$ cat src/hdl/hashed_integer_set_assert.svh
`ifndef HASHED_INTEGER_SET_ASSERT_SVH
`define HASHED_INTEGER_SET_ASSERT_SVH

// Both macros expect clk and arst_n in the scope where they are used.

`define HSET_ASSERT_NOW(lbl, cond, msg) \
	lbl: assert property (@(posedge clk) disable iff (!arst_n) (cond)) else $error(msg);

`define HSET_ASSERT_NEXT(lbl, pre, post, msg) \
	lbl: assert property (@(posedge clk) disable iff (!arst_n) (pre) |=> (post)) else $error(msg);

`endif

$ cat src/hdl/hset_fifo.sv
module hset_fifo #(
	parameter int W = 8
) (
	input  logic clk,
	input  logic arst_n,
	input  logic push,
	input  logic [W-1:0] din,
	output logic full,
	input  logic pop,
	output logic [W-1:0] dout,
	output logic empty
);
	logic [W-1:0] entry_q [2];
	logic wr_ptr_q;
	logic rd_ptr_q;
	logic [1:0] count_q;
	logic do_push;
	logic do_pop;

	assign full = (count_q == 2'd2);
	assign empty = (count_q == 2'd0);
	assign do_push = push && !full;
	assign do_pop = pop && !empty;
	assign dout = entry_q[rd_ptr_q];

	always_ff @(posedge clk or negedge arst_n) begin
		if (!arst_n) begin
			wr_ptr_q <= 1'b0;
			rd_ptr_q <= 1'b0;
			count_q <= 2'd0;
		end else begin
			if (do_push) wr_ptr_q <= !wr_ptr_q;
			if (do_pop) rd_ptr_q <= !rd_ptr_q;
			if (do_push && !do_pop) count_q <= count_q + 2'd1;
			else if (do_pop && !do_push) count_q <= count_q - 2'd1;
		end
	end

	always_ff @(posedge clk) begin
		if (do_push) entry_q[wr_ptr_q] <= din;
	end
endmodule

$ cat config.mk
export PLATFORM = sky130hd
export DESIGN_NAME = hset_fifo
export DESIGN_NICKNAME = d
export VERILOG_FILES = /design/src/hdl/hashed_integer_set_assert.svh /design/src/hdl/hset_fifo.sv
export SDC_FILE = /design/constraint.sdc
export NUM_CORES = 1
export LEC_CHECK = 0
export ABC_AREA = 1
export BUFFER_PORTS_ARGS = -buffer_cell sky130_fd_sc_hd__buf_4
export CAP_MARGIN = 15
export CORE_MARGIN = 5
export CORE_UTILIZATION = 44
export DETAILED_ROUTE_END_ITERATION = 10
export GPL_ROUTABILITY_DRIVEN = 0
export PLACE_DENSITY = 0.71
export SETUP_SLACK_MARGIN = 0.3
export SLEW_MARGIN = 5
export SYNTH_ARGS = -nofsm -noshare
export SYNTH_HDL_FRONTEND = slang
export SYNTH_SLANG_ARGS = --single-unit
$ cat constraint.sdc
create_clock -name clk -period 1.3 [get_ports clk]
set_input_delay 0.13 -clock clk [delete_from_list [all_inputs] [get_ports clk]]
set_output_delay 0.13 -clock clk [all_outputs]
set_load 0.005 [all_outputs]
==> results of run 1 <==
[final cells by class]
type / instances / area [sq um] / share of cell area, %
clock buffers: 3 / 22.52 / 1.839
clock inverters: 1 / 3.754 / 0.3064
inverters: 8 / 40.04 / 3.269
multi-input cells: 44 / 266.5 / 21.76
flip-flops and latches: 20 / 584.3 / 47.70
well taps: 25 / 31.28 / 2.554
repair buffers: 33 / 276.5 / 22.57
[registers in the layout, summed over array words and instances, names as in the netlist]
| signal | flops |
|---|---|
| count_q | 2 |
| wr_ptr_q | 1 |
| entry_q | 16 |
| rd_ptr_q | 1 |
[routing by layer]
| metal | wire [microns] | share of wire, % | global-route usage (%) |
|---|---|---|---|
| met1 | 670 | 39 | 13.60 |
| met2 | 977 | 57 | 24.59 |
| met3 | 66 | 3.8 | 2.535 |
| met4 | 12 | 0.69 | 6.809 |
| met5 | 0 | 0 | 0 |
[cells in the final DEF (no fill, tap or decap)]
cell type,instances
xnor2_2,1
dfrtp_1,1
nand4_1,1
inv_1,4
inv_4,2
edfxtp_1,16
dlygate4sd3_1,1
o21ai_4,2
nand2_2,2
nor2_4,3
buf_4,25
clkinv_1,1
nand3_2,1
ha_4,1
nor2_2,1
buf_6,7
dfrtp_2,3
nand3b_1,1
clkinv_4,1
clkbuf_4,3
nand2_1,31
inv_2,1
[per-stage QoR]
step                      utilization (%)  area (sq um)  hold WS [ns]   TNS [ns]
after floorplan                         -         818.3       -0.1656          0
after global placement              58.28          1017      -0.07022          0
after detailed placement            58.28          1017      -0.06829    -0.1999
after CTS                           65.81          1149       0.01418  -0.002714
after global routing                70.18          1225      0.001325    -0.2021
final                               70.18          1225       0.01298          0
[cell usage after synthesis]
cell type	instances	area [sq um]
nand2_1	33	123.9
edfxtp_1	16	480.5
inv_1	7	26.28
dfrtp_1	4	100.1
nor2_1	2	7.510
nor2_2	2	12.51
o21ai_0	2	10.01
buf_2	1	5.000
ha_1	1	12.51
inv_2	1	3.750
nand3_1	1	5.000
nand3b_1	1	7.510
nand4_1	1	6.260
xnor2_1	1	8.760
[power by group through the flow]
stage | registers (mW) | logic [mW] | clock network [mW]
2_1_floorplan | 0.979 | 0.502 | 0
3_3_place_gp | 1.01 | 0.862 | 0
3_5_place_dp | 1.03 | 0.887 | 0
4_1_cts | 1.04 | 1.14 | 0.294
5_1_grt | 1.04 | 1.51 | 0.328
6_report | 1.02 | 1.37 | 0.293
[path summary, 6_finish.rpt]
kind	startpoint	to	slack (ns)	depth (start not counted)
setup / recovery	count_q[1]	count_q[1]	0.02	8
max in group asynchronous	arst_n	count_q[0]	1.04	2
hold reg to reg	wr_ptr_q	wr_ptr_q	0.50	2
hold / removal	din[2]	entry_q[0][2]	0.01	1
setup reg to reg	count_q[1]	count_q[1]	0.02	8
min in group asynchronous	arst_n	wr_ptr_q	0.14	2
[critical path, stage by stage, from the launching register on]
cell     delay (ns)
dfrtp_2        0.46
inv_2          0.11
nor2_4         0.05
nor2_4         0.11
ha_4           0.23
inv_4          0.06
nand3_2        0.05
nand2_1        0.06
nand2_1        0.05
[repair_timing]
action / 4_1_cts / 5_1_grt
hold buffers: 1 / 0
resized for setup: 19 / 11
pin swaps: 7 / 3
setup endpoints to repair: 29 / 28
setup buffers: 3 / 6
hold endpoints to repair: 4 / 0
[kinds of logic (layout without fill, tap and decap cells)]
family / after synthesis / after routing
XOR/XNOR: 1 / 1
flip-flops: 20 / 20
adder cells (fa/ha/maj): 1 / 1
AO/OA/AOI/OAI: 2 / 2
buffers and inverters: 9 / 45
AND/OR/NAND/NOR: 40 / 40
==> impl_metrics.csv, run 1 <==
group,metric,value,unit
run_status,status,"finished clean",
clock_network,cts.sinks,20,
clock_network,clkLatencyLatePin,0.29,ns
synthesis,syn_avg_cell_area,11.09,sq um
clock_network,ctsHtreeMaxLevel,1,
placement,place_inst,120,
critical_path,cp.required,1.49,ns
synthesis,synthMuxAreaShare,0,%
die,chipWidth,52.90,microns
synthesis,synthAdderAreaFrac,1.546,%
placement,io_buffer_count,21,
grt,grt_max_degree,12,
critical_path,cp-start-kind,"flop",
timing,fmax,781.3,MHz
critical_path,arrival,1.47,ns
min_path,hp-class,"in -> reg",
die,start_util,46.38,%
synthesis,syn-num-nets,86,
pwr,p_total,2.688,mW
pwr,p_clk_share,10.9,%
clock_network,clk_pin_slew_worst_paths,0.11,ns
grt,antenna_found_initial,0,
route,drt_pass1_iterations,4,
timing,post-route-period-util,98.46,%
pwr,ir_drop,1598,uV
timing,tightest_slew,0.1607,ns
pwr,pwr-share-seq,38.0,%
die,fp.dieH,52.90,microns
timing,min_period,1.280,ns
synthesis,synth_top_family_by_area,"simple AND/OR/NAND/NOR gates",
synthesis,ys_types,14,
pwr,p_sw_share,35.36,%
layout,finalNonFillerCells,134,
pwr,cell_internal_pwr,1.737,mW
clock_network,cts_root_buf,"clkbuf_4",
synthesis,ys_seq_area_share,71.72,%
timing,report.final.hold_viol_count,0,
timing,setup_viol,0,
route,num_vias,614,
layout,nFillCells,133,
timing,clock_skew,0.003952,ns
synthesis,synth-compound-area-share,1.236,%
route,drc,0,
clock_network,cts_tree,"done",
timing,maxSlewViolCount,0,
synthesis,synthesis.area,809.5,sq um
route,vias_per_cell,4.582,
layout,drive_gt1_share,48.62,%
placement,post-place-ws,-0.02513,ns
synthesis,ys_warn_count,0,
grt,gr-usage-all-layers,13.13,%
grt,grt-ovfl-total,0,
die,pin_count,22,
route,drt_iter0_drc,4,
pwr,p_comb_share,51.1,%
run,max_cap_violations,0,
synthesis,synthSimpleGateAreaFrac,20.09,%
route,ant_nets,0,
grt,grt_pass1_vias,608,
die,die_area,2798,sq um
critical_path,cp_max_fo,3,
pwr,switchingPower,0.9505,mW
synthesis,synthesis.instances,73,
clock_network,cts_buffer_depth,2,
critical_path,critical_path_class,"reg -> reg",
pwr,powerDensity,2194,nW/um^2
clock_network,cts_buffers,3,
layout,nets,123,
placement,dpl.hpwl,1150,microns
route,wl_per_cell,12.89,microns
timing,rsz0062_at_grt,"true",
timing,slew_headroom,89.25,%
critical_path,end_kind,"flop",
grt,grt_pass1_wl,2580,microns
timing,fin_ws,0.02004,ns
die,placementRows,15,
layout,area_growth,51.31,%
layout,diodes,0,
synthesis,synth_xor_area_share,1.082,%
route,drt-total-wl,1727,microns
synthesis,ys_ff_latch,20,
pwr,leakagePower,0.5500,nW
die,coreArea,1745,sq um
(Power assumes the default switching activity.)
==> inputs of run 2 (changes only) <==
--- a/config.mk
+++ b/config.mk
@@ -12,7 +12,8 @@
 export CORE_UTILIZATION = 44
 export DETAILED_ROUTE_END_ITERATION = 10
 export GPL_ROUTABILITY_DRIVEN = 0
-export PLACE_DENSITY = 0.71
+export HOLD_SLACK_MARGIN = 0.15
+export PLACE_DENSITY = 0.82
 export SETUP_SLACK_MARGIN = 0.3
 export SLEW_MARGIN = 5
 export SYNTH_ARGS = -nofsm -noshare
==> run 2 against run 1 <==
The flow now finishes with violations (negative setup slack). Non-clock buffer count up 14. Critical path type unchanged. Power up 15%. Via count up 15%. Wire length up 35%. Critical path depth down 2. First-iteration DRC count rose to 3.3 times the previous value. Register-to-register slack worse by 0.06 ns. Global-route usage up 3.8 points. Largest power group unchanged. Sequential power about the same. Sequential share of layout area down 6.8 points. Cell count up 10%. Utilization up 12 points. Largest cell class unchanged.
==> impl_metrics.csv, run 2 (same netlist as run 1, synthesis figures left out) <==
group,metric,value,unit
route,drt-total-wl,2326,microns
clock_network,cts_hold_buffers,11,
layout,largest-register,"entry_q",
placement,dpl.hpwl,1168,microns
die,die_area,2798,sq um
die,placementRows,15,
pwr,leakagePower,0.6362,nW
critical_path,critical_path_class,"reg -> reg",
min_path,hp-class,"in -> reg",
grt,grt-ovfl-total,0,
layout,area_growth,76.66,%
route,drt_pass1_iterations,4,
die,coreArea,1745,sq um
timing,slew_headroom,84.66,%
layout,nFillCells,102,
critical_path,arrival,1.39,ns
die,fp.dieH,52.90,microns
timing,post-route-period-util,103.3,%
grt,grt_max_degree,12,
route,vias_per_cell,4.764,
critical_path,cp.required,1.35,ns
timing,rsz0062_at_grt,"true",
clock_network,cts_root_buf,"clkbuf_4",
timing,fin_ws,-0.04301,ns
run_status,violations,"negative setup slack",
timing,min_period,1.343,ns
grt,grt_pass1_vias,737,
layout,top_regs,"entry_q (16), count_q (2)",
timing,setup_viol,17,
timing,report.final.hold_viol_count,0,
layout,largest_reg_flops,16,
clock_network,cts_buffer_depth,2,
route,ant_nets,0,
grt,gr-usage-all-layers,16.91,%
die,start_util,46.38,%
grt,grt_pass1_wl,3174,microns
timing,maxSlewViolCount,0,
timing,setup_tns,-0.4442,ns
route,drc,0,
route,drt_iter0_drc,13,
clock_network,ctsHtreeMaxLevel,1,
layout,nets,137,
critical_path,cp-start-kind,"flop",
run_status,status,"complete, but fails checks",
clock_network,cts.sinks,20,
die,chipWidth,52.90,microns
timing,fmax,744.6,MHz
critical_path,cp_max_fo,6,
timing,tightest_slew,0.2293,ns
die,pin_count,22,
placement,io_buffer_count,21,
clock_network,clkLatencyLatePin,0.31,ns
pwr,ir_drop,1555,uV
run,max_cap_violations,0,
route,num_vias,705,
layout,layout_commonest_cell,"buf_4",
pwr,powerDensity,2161,nW/um^2
clock_network,clk_pin_slew_worst_paths,0.12,ns
grt,antenna_found_initial,0,
timing,clock_skew,0.007024,ns
clock_network,cts_buffers,3,
pwr,p_total,3.091,mW
layout,drive_gt1_share,60.16,%
layout,diodes,0,
critical_path,end_kind,"flop",
layout,final_cell_mix,"23 x buf_4, 16 x edfxtp_1, 15 x nand2_1, 15 x nand2_2, 13 x buf_6",
route,wl_per_cell,15.72,microns
clock_network,cts_tree,"done",
-- run 2: cell count changes in the layout (fill, tap and decap cells not counted), sizes merged --
cell,before,now
clkinv,2,3
buf,32,36
inv,7,6
dlygate4sd3,1,11
-- run 2: final cells by class --
class	instances	area [sq um]	share of cell area (%)
Clock buffer	3	22.52	1.575
Clock inverter	1	3.754	0.2625
Inverter	8	40.04	2.800
Multi-Input combinational cell	44	319.1	22.31
Sequential cell	20	584.3	40.86
Tap cell	25	31.28	2.187
Timing Repair Buffer	47	429.2	30.01
-- run 2: worst paths after layout --
kind | start | endpoint | slack, ns | depth (start not counted)
max in group asynchronous | arst_n | rd_ptr_q | 0.38 | 3
min | push | wr_ptr_q | 0.12 | 4
max | count_q[1] | entry_q[1][0] | -0.04 | 6
min reg2reg | wr_ptr_q | wr_ptr_q | 0.51 | 2
max reg2reg | count_q[1] | entry_q[1][0] | -0.04 | 6
min in group asynchronous | arst_n | wr_ptr_q | 0.71 | 3
-- run 2: critical path: stages, from the launching register on --
cell     delay [ns]
dfrtp_2        0.45
inv_2          0.10
buf_4          0.11
buf_6          0.09
o21ai_4        0.06
nor2_4         0.12
buf_6          0.15
-- run 2: per-layer routing --
| metal | vias up | GRT usage (%) | wire length [microns] |
|---|---|---|---|
| li1 | 337 | - | - |
| met2 | 26 | 31.40 | 1305 |
| met3 | 9 | 1.690 | 84 |
| met4 | 0 | 13.19 | 98 |
| met5 | - | 0 | 0 |
| met1 | 333 | 16.85 | 837 |
-- run 2: power by group --
part | switching [mW] | internal [mW]
registers | 0.135 | 0.901
clock network | 0.200 | 0.113
logic | 0.822 | 0.919
total | 1.16 | 1.93
-- run 2: repair_timing --
item / in CTS / in global routing
pin swaps: 12 / 7
resized for setup: 25 / 31
hold endpoints to repair: 22 / 1
setup buffers: 8 / 6
endpoints found under the setup margin: 29 / 30
-- run 2: metrics by stage --
stage	util, %	hold slack [ns]	std cells	worst slack (ns)	area (sq um)
floorplan	-	-0.1656	73	0.08393	818.3
global placement	57.85	-0.06995	119	0.03504	1010
detailed placement	57.85	-0.06746	119	-0.08379	1010
CTS	72.69	0.09843	142	-0.04604	1269
global route	81.94	0.1235	148	-0.06956	1430
finish	81.94	0.1204	148	-0.04301	1430
