## config.mk

```make
export PLATFORM = sky130hd
export DESIGN_NAME = hset_front
export DESIGN_NICKNAME = d
export VERILOG_FILES = /design/src/hdl/hashed_integer_set_assert.svh /design/src/hdl/hset_pkg.sv /design/src/hdl/hset_front.sv
export SDC_FILE = /design/constraint.sdc
export NUM_CORES = 1
export LEC_CHECK = 0
export ABC_CLOCK_PERIOD_IN_PS = 2600
export BUFFER_PORTS_ARGS = -buffer_cell sky130_fd_sc_hd__buf_2
export CAP_MARGIN = 15
export CORE_ASPECT_RATIO = 1.1
export CORE_MARGIN = 2
export CORE_UTILIZATION = 28
export CTS_CLUSTER_SIZE = 40
export DETAILED_ROUTE_END_ITERATION = 7
export GPL_ROUTABILITY_DRIVEN = 0
export PLACE_DENSITY = 0.76
export SETUP_SLACK_MARGIN = 0.02
export SYNTH_ARGS = -nofsm -noshare
export SYNTH_HDL_FRONTEND = slang
export SYNTH_SLANG_ARGS = --single-unit
```

## constraint.sdc

```tcl
create_clock -name clk -period 2.6 [get_ports clk]
set_input_delay 0.52 -clock clk [delete_from_list [all_inputs] [get_ports clk]]
set_output_delay 0.52 -clock clk [all_outputs]
set_load 0.02 [all_outputs]
```

## src/hdl/hashed_integer_set_assert.svh

```systemverilog
`ifndef HASHED_INTEGER_SET_ASSERT_SVH
`define HASHED_INTEGER_SET_ASSERT_SVH

// Both macros expect clk and arst_n in the scope where they are used.

`define HSET_ASSERT_NOW(lbl, cond, msg) \
	lbl: assert property (@(posedge clk) disable iff (!arst_n) (cond)) else $error(msg);

`define HSET_ASSERT_NEXT(lbl, pre, post, msg) \
	lbl: assert property (@(posedge clk) disable iff (!arst_n) (pre) |=> (post)) else $error(msg);

`endif

```

## src/hdl/hset_pkg.sv

```systemverilog
package hset_pkg;

	localparam int VALUE_W = 32;
	localparam int TOTAL_W = 12;
	localparam int CFG_W = 4;

	localparam logic REQ_INSERT = 1'b0;
	localparam logic REQ_QUERY = 1'b1;

	localparam logic [CFG_W-1:0] BITS_RESET = 4'd8;
	localparam logic [TOTAL_W-1:0] TOTAL_MAX = 12'd4095;

	typedef struct packed {
		logic req_type;
		logic [VALUE_W-1:0] value;
	} req_t;

	typedef struct packed {
		logic found;
		logic bucket_full;
		logic [TOTAL_W-1:0] member_total;
	} res_t;

endpackage

```

## src/hdl/hset_front.sv

```systemverilog
module hset_front #(
	parameter int BUCKETS_LOG2 = 8
) (
	input  logic clk,
	input  logic arst_n,
	input  logic bucket_bits_we,
	input  logic [hset_pkg::CFG_W-1:0] bucket_bits,
	input  logic push,
	input  logic req_type,
	input  logic [hset_pkg::VALUE_W-1:0] value,
	input  logic blocked,
	output logic full,
	output logic q_push,
	output logic [$bits(hset_pkg::req_t)+BUCKETS_LOG2-1:0] q_data
);
	import hset_pkg::*;

	localparam logic [CFG_W:0] BL_MAX = (CFG_W + 1)'(BUCKETS_LOG2);

	logic [CFG_W-1:0] bits_q;
	logic [CFG_W-1:0] eff_bits;
	logic [BUCKETS_LOG2-1:0] mask;
	logic [BUCKETS_LOG2-1:0] bucket;
	req_t req;

	always_ff @(posedge clk or negedge arst_n) begin
		if (!arst_n) begin
			bits_q <= BITS_RESET;
		end else if (bucket_bits_we) begin
			bits_q <= bucket_bits;
		end
	end

	// The register value is clamped into the range of buckets that exist.
	always_comb begin
		if (bits_q == '0) eff_bits = CFG_W'(1);
		else if ({1'b0, bits_q} > BL_MAX) eff_bits = BL_MAX[CFG_W-1:0];
		else eff_bits = bits_q;
		mask = BUCKETS_LOG2'((32'd1 << eff_bits) - 32'd1);
		bucket = value[BUCKETS_LOG2-1:0] & mask;
		req.req_type = req_type;
		req.value = value;
	end

	assign full = blocked;
	assign q_push = push && !blocked;
	assign q_data = {req, bucket};
endmodule

```

==> out/results.ini, run 1 <==
[status]
status = completed

[yosys]
ys_warn_count = 0
synthFlopType = dfrtp_1
yosysUniqueCellTypes = 21
syn_area_sq_um = 556
synth.most_common_cell = buf_4
synth_top_area_share_pct = 45.9
synth_edf_count = 0
yosys.area.top_type = buf_4
synth_fp_nets = 107
ys_seq_elements = 4
syn_inst = 64
postSynthAreaPerCell_sq_um = 8.68
synth.area.top_cells = buf_4 (46%), dfrtp_1 (14%), mux2_2 (8.1%)
synth_commonest_cells = buf_4 (34), mux2_2 (4), dfrtp_1 (3), nor2b_1 (3), o21a_1 (3)
synth-async-reset-ratio_pct = 100
yosysSeqAreaShare_pct = 18.2

[power]
combPwrFrac_pct = 36.1
p_sw_mw = 0.0819
total_power_mw = 0.252
seq_power_share_pct = 30.8
intPower_mw = 0.170
powerDensity_mw_per_mm2 = 488
power_leakage_nw = 0.262
power.share.switching_pct = 32.6
ir_drop_mv = 0.116
power_frac_clock_pct = 33.0

[worst_setup_path]
r2r_end = bits_q[1]$_DFFE_PN0P_
cp_max_fo = 4
cp.required_ns = 2.08
ff2ff_setup_slack_ns = 1.70
worstSetupStartpointType = flop
timing.critical_path.arrival_ns = 1.86
worstSetupPathType = reg -> out
r2r_cells = 2
reg2reg_from = bits_q[1]$_DFFE_PN0P_
cp-end-kind = output port

[global_route]
grt.overflow.total = 0
grt_pass1_vias = 340
grt_max_degree = 10
grt_use_total_pct = 9.25
antenna_found_initial = 0
grt_pass1_wl_mm = 1.47

[route]
ant_nets = 0
routed_wl_mm = 1.00
drt_iter0_drc = 0
vias = 364
wire_per_inst_um = 10.9
firstDrtPassIters = 1
drc_errors = 0
vias_per_cell = 3.96

[cts]
post_cts_buffers = 0
clk_path_buf_depth = 2
cts_tree = done
clkSlewWorstSetupHoldPaths_ns = 0.04
insertion_delay_ns = 0.24
cts.repair.resized = 0
root_buffer = clkbuf_4
cts_sinks = 4
cts-buffers-inserted = 3
cts.htree.levels = 1
ctsHoldBuffers = 0

[placed_design]
port_buffers = 31

[cells_and_area]
syn2layout_area_growth_pct = -7.21
reg_top3 = bits_q (4)
nets = 109
drive_above_1_share_pct = 67.7
largest_register_ffs = 4
diodes = 0
fillCellCount = 215
largest_register = bits_q

[floorplanning]
coreArea_sq_mm = 0.00182
start_util_pct = 30.5
die_w_um = 46.5
ios = 85
die_area_sq_mm = 0.00236
die_y_um = 50.7
num_rows = 16

[worst_hold_path]
hp-class = in -> async

[flow_run]
drv_cap = 0

[sta]
setup_tns_ns = 0
timing.final.crit_share_pct = 91.7
clock_skew_ns = 0
hold_viol_final = 0
grt_setup_unrepaired = false
max_freq_ghz = 0.419
slew_viol_final = 0
setup_viol = 0
min_period_ns = 2.38

## cells in the final DEF, fill, tap and decap left out
cell      count
buf_4         2
dfrtp_1       3
mux2_2        4
nand3_1       1
nor2_1        1
clkbuf_1      1
buf_2        31
clkbuf_4      3
nor3_1        1
xor2_1        1
conb_1        1
or3_2         1
a21oi_1       2
and2_2        1
o21ai_0       1
o21a_1        3
nor4b_2       1
nor2b_1       3
o211ai_1      1
ha_1          1
and2_1        1
dfstp_2       1
## worst max path at each step
| stage | from | endpoint | slack [ns] | depth (start not counted) |
|---|---|---|---|---|
| floorplan | bits_q[3]$_DFFE_PN1P_ | q_data[6] | 0.25 | 6 |
| finish | bits_q[1]$_DFFE_PN0P_ | q_data[6] | 0.22 | 6 |
| CTS | bits_q[3]$_DFFE_PN1P_ | q_data[6] | 0.19 | 6 |
| global placement | bits_q[3]$_DFFE_PN1P_ | q_data[6] | 0.46 | 6 |
| global route | bits_q[3]$_DFFE_PN1P_ | q_data[6] | 0.04 | 6 |
| detailed placement | bits_q[3]$_DFFE_PN1P_ | q_data[6] | 0.44 | 6 |
## layer usage
layer,up-vias,part of all wire [%],track usage (%)
met3,8,12,2.88
met2,23,52,14.4
met1,158,33,8.68
met5,-,0,0
met4,0,2.9,10.0
li1,175,-,-
## worst max-delay path, cell delays in order (launching register included)
cell and delay, ns:
dfrtp_1 0.37, or3_2 0.48, ha_1 0.26, nor3_1 0.14, a21oi_1 0.06, o21ai_0 0.14
buf_2 0.18
## power by group through the flow
stage               clock (mW)  sequential [mW]  combinational [mW]
floorplan                    0           0.0775               0.125
global placement             0           0.0782              0.0908
detailed placement           0           0.0787              0.0919
CTS                     0.0874           0.0779              0.0922
global route            0.0939           0.0795               0.100
finish                  0.0831           0.0776              0.0908
## stage by stage
stage                     hold WS, ns  util (%)  cell area, sq um  cells  setup WS (ns)
after floorplan                 0.224         -               556     64          0.253
after global placement          0.325      26.9               489     88          0.463
after detailed placement        0.327      26.9               489     88          0.436
after CTS                      0.0693      28.3               515     92          0.190
after global routing           0.0600      28.3               515     92         0.0425
final                          0.0755      28.3               515     92          0.216
## cells by family (layout without fill, tap and decap cells)
family                     count (synthesis)  in the layout  share of synthesized area, %
other                                      1              1                         0.675
DFF                                        4              4                          18.2
AOI/OAI and AO/OA                          7              7                          8.11
adders and majority gates                  1              1                          2.25
xor gates and xnor gates                   1              1                          1.58
and+or+nand+nor                           10             10                          12.4
muxes                                      4              4                          8.11
buffers and inverters                     36             37                          48.6
## cell type report
| class | count | area, sq um | share of cell area, % |
|---|---|---|---|
| Clock buffer | 4 | 26.3 | 5.10 |
| Multi-Input combinational cell | 24 | 184 | 35.7 |
| Timing Repair Buffer | 33 | 170 | 33.0 |
| Sequential cell | 4 | 101 | 19.7 |
| Tap cell | 27 | 33.8 | 6.55 |
Power figures use the tool's default switching activity.
==> inputs of run 2 (changes only) <==
--- a/config.mk
+++ b/config.mk
@@ -8,7 +8,7 @@
 export ABC_CLOCK_PERIOD_IN_PS = 2600
 export BUFFER_PORTS_ARGS = -buffer_cell sky130_fd_sc_hd__buf_2
 export CAP_MARGIN = 15
-export CORE_ASPECT_RATIO = 1.1
+export CORE_ASPECT_RATIO = 0.7
 export CORE_MARGIN = 2
 export CORE_UTILIZATION = 28
 export CTS_CLUSTER_SIZE = 40
==> out/results.ini, run 2 (same netlist as run 1, synthesis figures left out) <==
[cts]
cts.htree.levels = 1  ; unchanged
clk_path_buf_depth = 2  ; unchanged
cts_tree = done
clkSlewWorstSetupHoldPaths_ns = 0.04  ; about the same
insertion_delay_ns = 0.23  ; about the same
cts_sinks = 4  ; unchanged
cts-buffers-inserted = 3  ; unchanged
root_buffer = clkbuf_4

[worst_setup_path]
ff2ff_setup_slack_ns = 1.71  ; about the same
reg2reg_from = bits_q[2]$_DFFE_PN0P_
worstSetupPathType = reg -> out
r2r_end = bits_q[2]$_DFFE_PN0P_
r2r_cells = 2  ; unchanged
cp.required_ns = 2.08  ; about the same
worstSetupStartpointType = flop
cp-end-kind = output port
timing.critical_path.arrival_ns = 1.92  ; +0.06 ns
cp_max_fo = 7  ; +3

[placed_design]
dpl.hpwl_um = 867
port_buffers = 31  ; unchanged
dp.cells = 82  ; -6.8%

[route]
drc_errors = 0  ; unchanged
ant_nets = 0  ; unchanged
drt_iter0_drc = 12  ; +12
firstDrtPassIters = 4  ; +3
wire_per_inst_um = 11.7  ; +7.1%
vias_per_cell = 4.43  ; +12%
routed_wl_mm = 1.00  ; about the same
vias = 381  ; +4.7%

[power]
power_leakage_nw = 0.256  ; -2.6%
powerDensity_mw_per_mm2 = 496  ; +1.7%
ir_drop_mv = 0.113  ; -2.3%

[sta]
setup_viol = 0  ; unchanged
grt_setup_unrepaired = false
slew_viol_final = 0  ; unchanged
hold_viol_final = 0  ; unchanged
setup_tns_ns = 0  ; unchanged
min_period_ns = 2.44  ; +0.0591 ns
timing.final.crit_share_pct = 94.0  ; +2.3 points
max_freq_ghz = 0.409  ; -2.4%
clock_skew_ns = 0  ; unchanged

[global_route]
antenna_found_initial = 0  ; unchanged
grt.overflow.total = 0  ; unchanged
grt_use_total_pct = 8.86  ; -0.39 points
grt_pass1_wl_mm = 1.49  ; +1.4%
grt_pass1_vias = 342  ; +0.59%
grt_max_degree = 10  ; unchanged

[floorplanning]
coreArea_sq_mm = 0.00187  ; +2.7%
die_area_sq_mm = 0.00236  ; +0.22%
num_rows = 13  ; -3
die_y_um = 41.3  ; -19%
ios = 85  ; unchanged
start_util_pct = 29.7  ; -0.80 points
die_w_um = 57.2  ; +23%

[cells_and_area]
layout_common_cells = buf_2 (30), mux2_2 (4), nor2b_1 (3), o21a_1 (3), clkbuf_4 (3)
register_area_sq_um = 103  ; +1.2%
reg_top3 = bits_q (4)
largest_register_ffs = 4  ; unchanged
multi_input_area_sq_um = 186  ; +1.4%
largest_register = bits_q
diodes = 0  ; unchanged
syn2layout_area_growth_pct = -8.56
fillCellCount = 205  ; -4.7%
drive_above_1_share_pct = 70.3  ; +2.6 points
nets = 108  ; -0.92%
final_cells = 86  ; -6.5%
layout_commonest_cell = buf_2

[worst_hold_path]
hp-class = in -> async

[flow_run]
drv_cap = 0  ; unchanged

[status]
status = completed

run 2: worst max-delay path by stage:
stage,end,slack (ns),start,cells after the start
2_1_floorplan,q_data[6],0.25,bits_q[3]$_DFFE_PN1P_,6
3_3_place_gp,q_data[6],0.42,bits_q[1]$_DFFE_PN0P_,6
3_5_place_dp,q_data[6],0.35,bits_q[1]$_DFFE_PN0P_,6
4_1_cts,q_data[6],0.09,bits_q[1]$_DFFE_PN0P_,6
5_1_grt,q_data[6],0.05,bits_q[1]$_DFFE_PN0P_,6
6_report,q_data[6],0.16,bits_q[1]$_DFFE_PN0P_,6
run 2: what timing repair did:
action / in CTS / in global routing
endpoints found under the setup margin: 0 / 1
setup buffers: 0 / 0
gates resized for setup: 0 / 3
hold buffers: 0 / 0
run 2: where the power goes:
group | total (mW) | internal, mW | switching, mW
Combinational | 0.0888 | 0.0412 | 0.0476
Clock | 0.0835 | 0.0576 | 0.0258
Sequential | 0.0797 | 0.0705 | 0.00919
run 2: area by class of cell:
cell class | instances | share of cell area, %
Tap cell | 22 | 5.42
Sequential cell | 4 | 20.2
Timing Repair Buffer | 32 | 32.5
Multi-Input combinational cell | 24 | 36.7
Clock buffer | 4 | 5.17
run 2: per-stage QoR:
stage | area [sq um] | hold WS, ns | utilization [%] | setup slack (ns) | power, mW
after floorplan | 556 | 0.224 | - | 0.253 | 0.202
after global placement | 475 | 0.324 | 25.4 | 0.420 | 0.167
after detailed placement | 475 | 0.328 | 25.4 | 0.351 | 0.169
after CTS | 502 | 0.0729 | 26.8 | 0.0895 | 0.256
after global routing | 508 | 0.0724 | 27.2 | 0.0502 | 0.273
final | 508 | 0.0790 | 27.2 | 0.156 | 0.252
run 2: per-layer routing:
layer | part of all wire, % | wire length, um | global-route usage, % | up-vias
li1 | - | - | - | 174
met1 | 32 | 321 | 7.37 | 176
met2 | 58 | 578 | 16.4 | 29
met3 | 10 | 100 | 3.79 | 2
met4 | 0.40 | 4 | 9.88 | 0
met5 | 0 | 0 | 0 | -
run 2: worst max-delay path: stages (launching register included):
cell and delay, ns:
dfrtp_2 0.43, or3_2 0.49, ha_2 0.22, nor3_1 0.13, a21oi_1 0.06, o21ai_0 0.18, buf_4 0.17
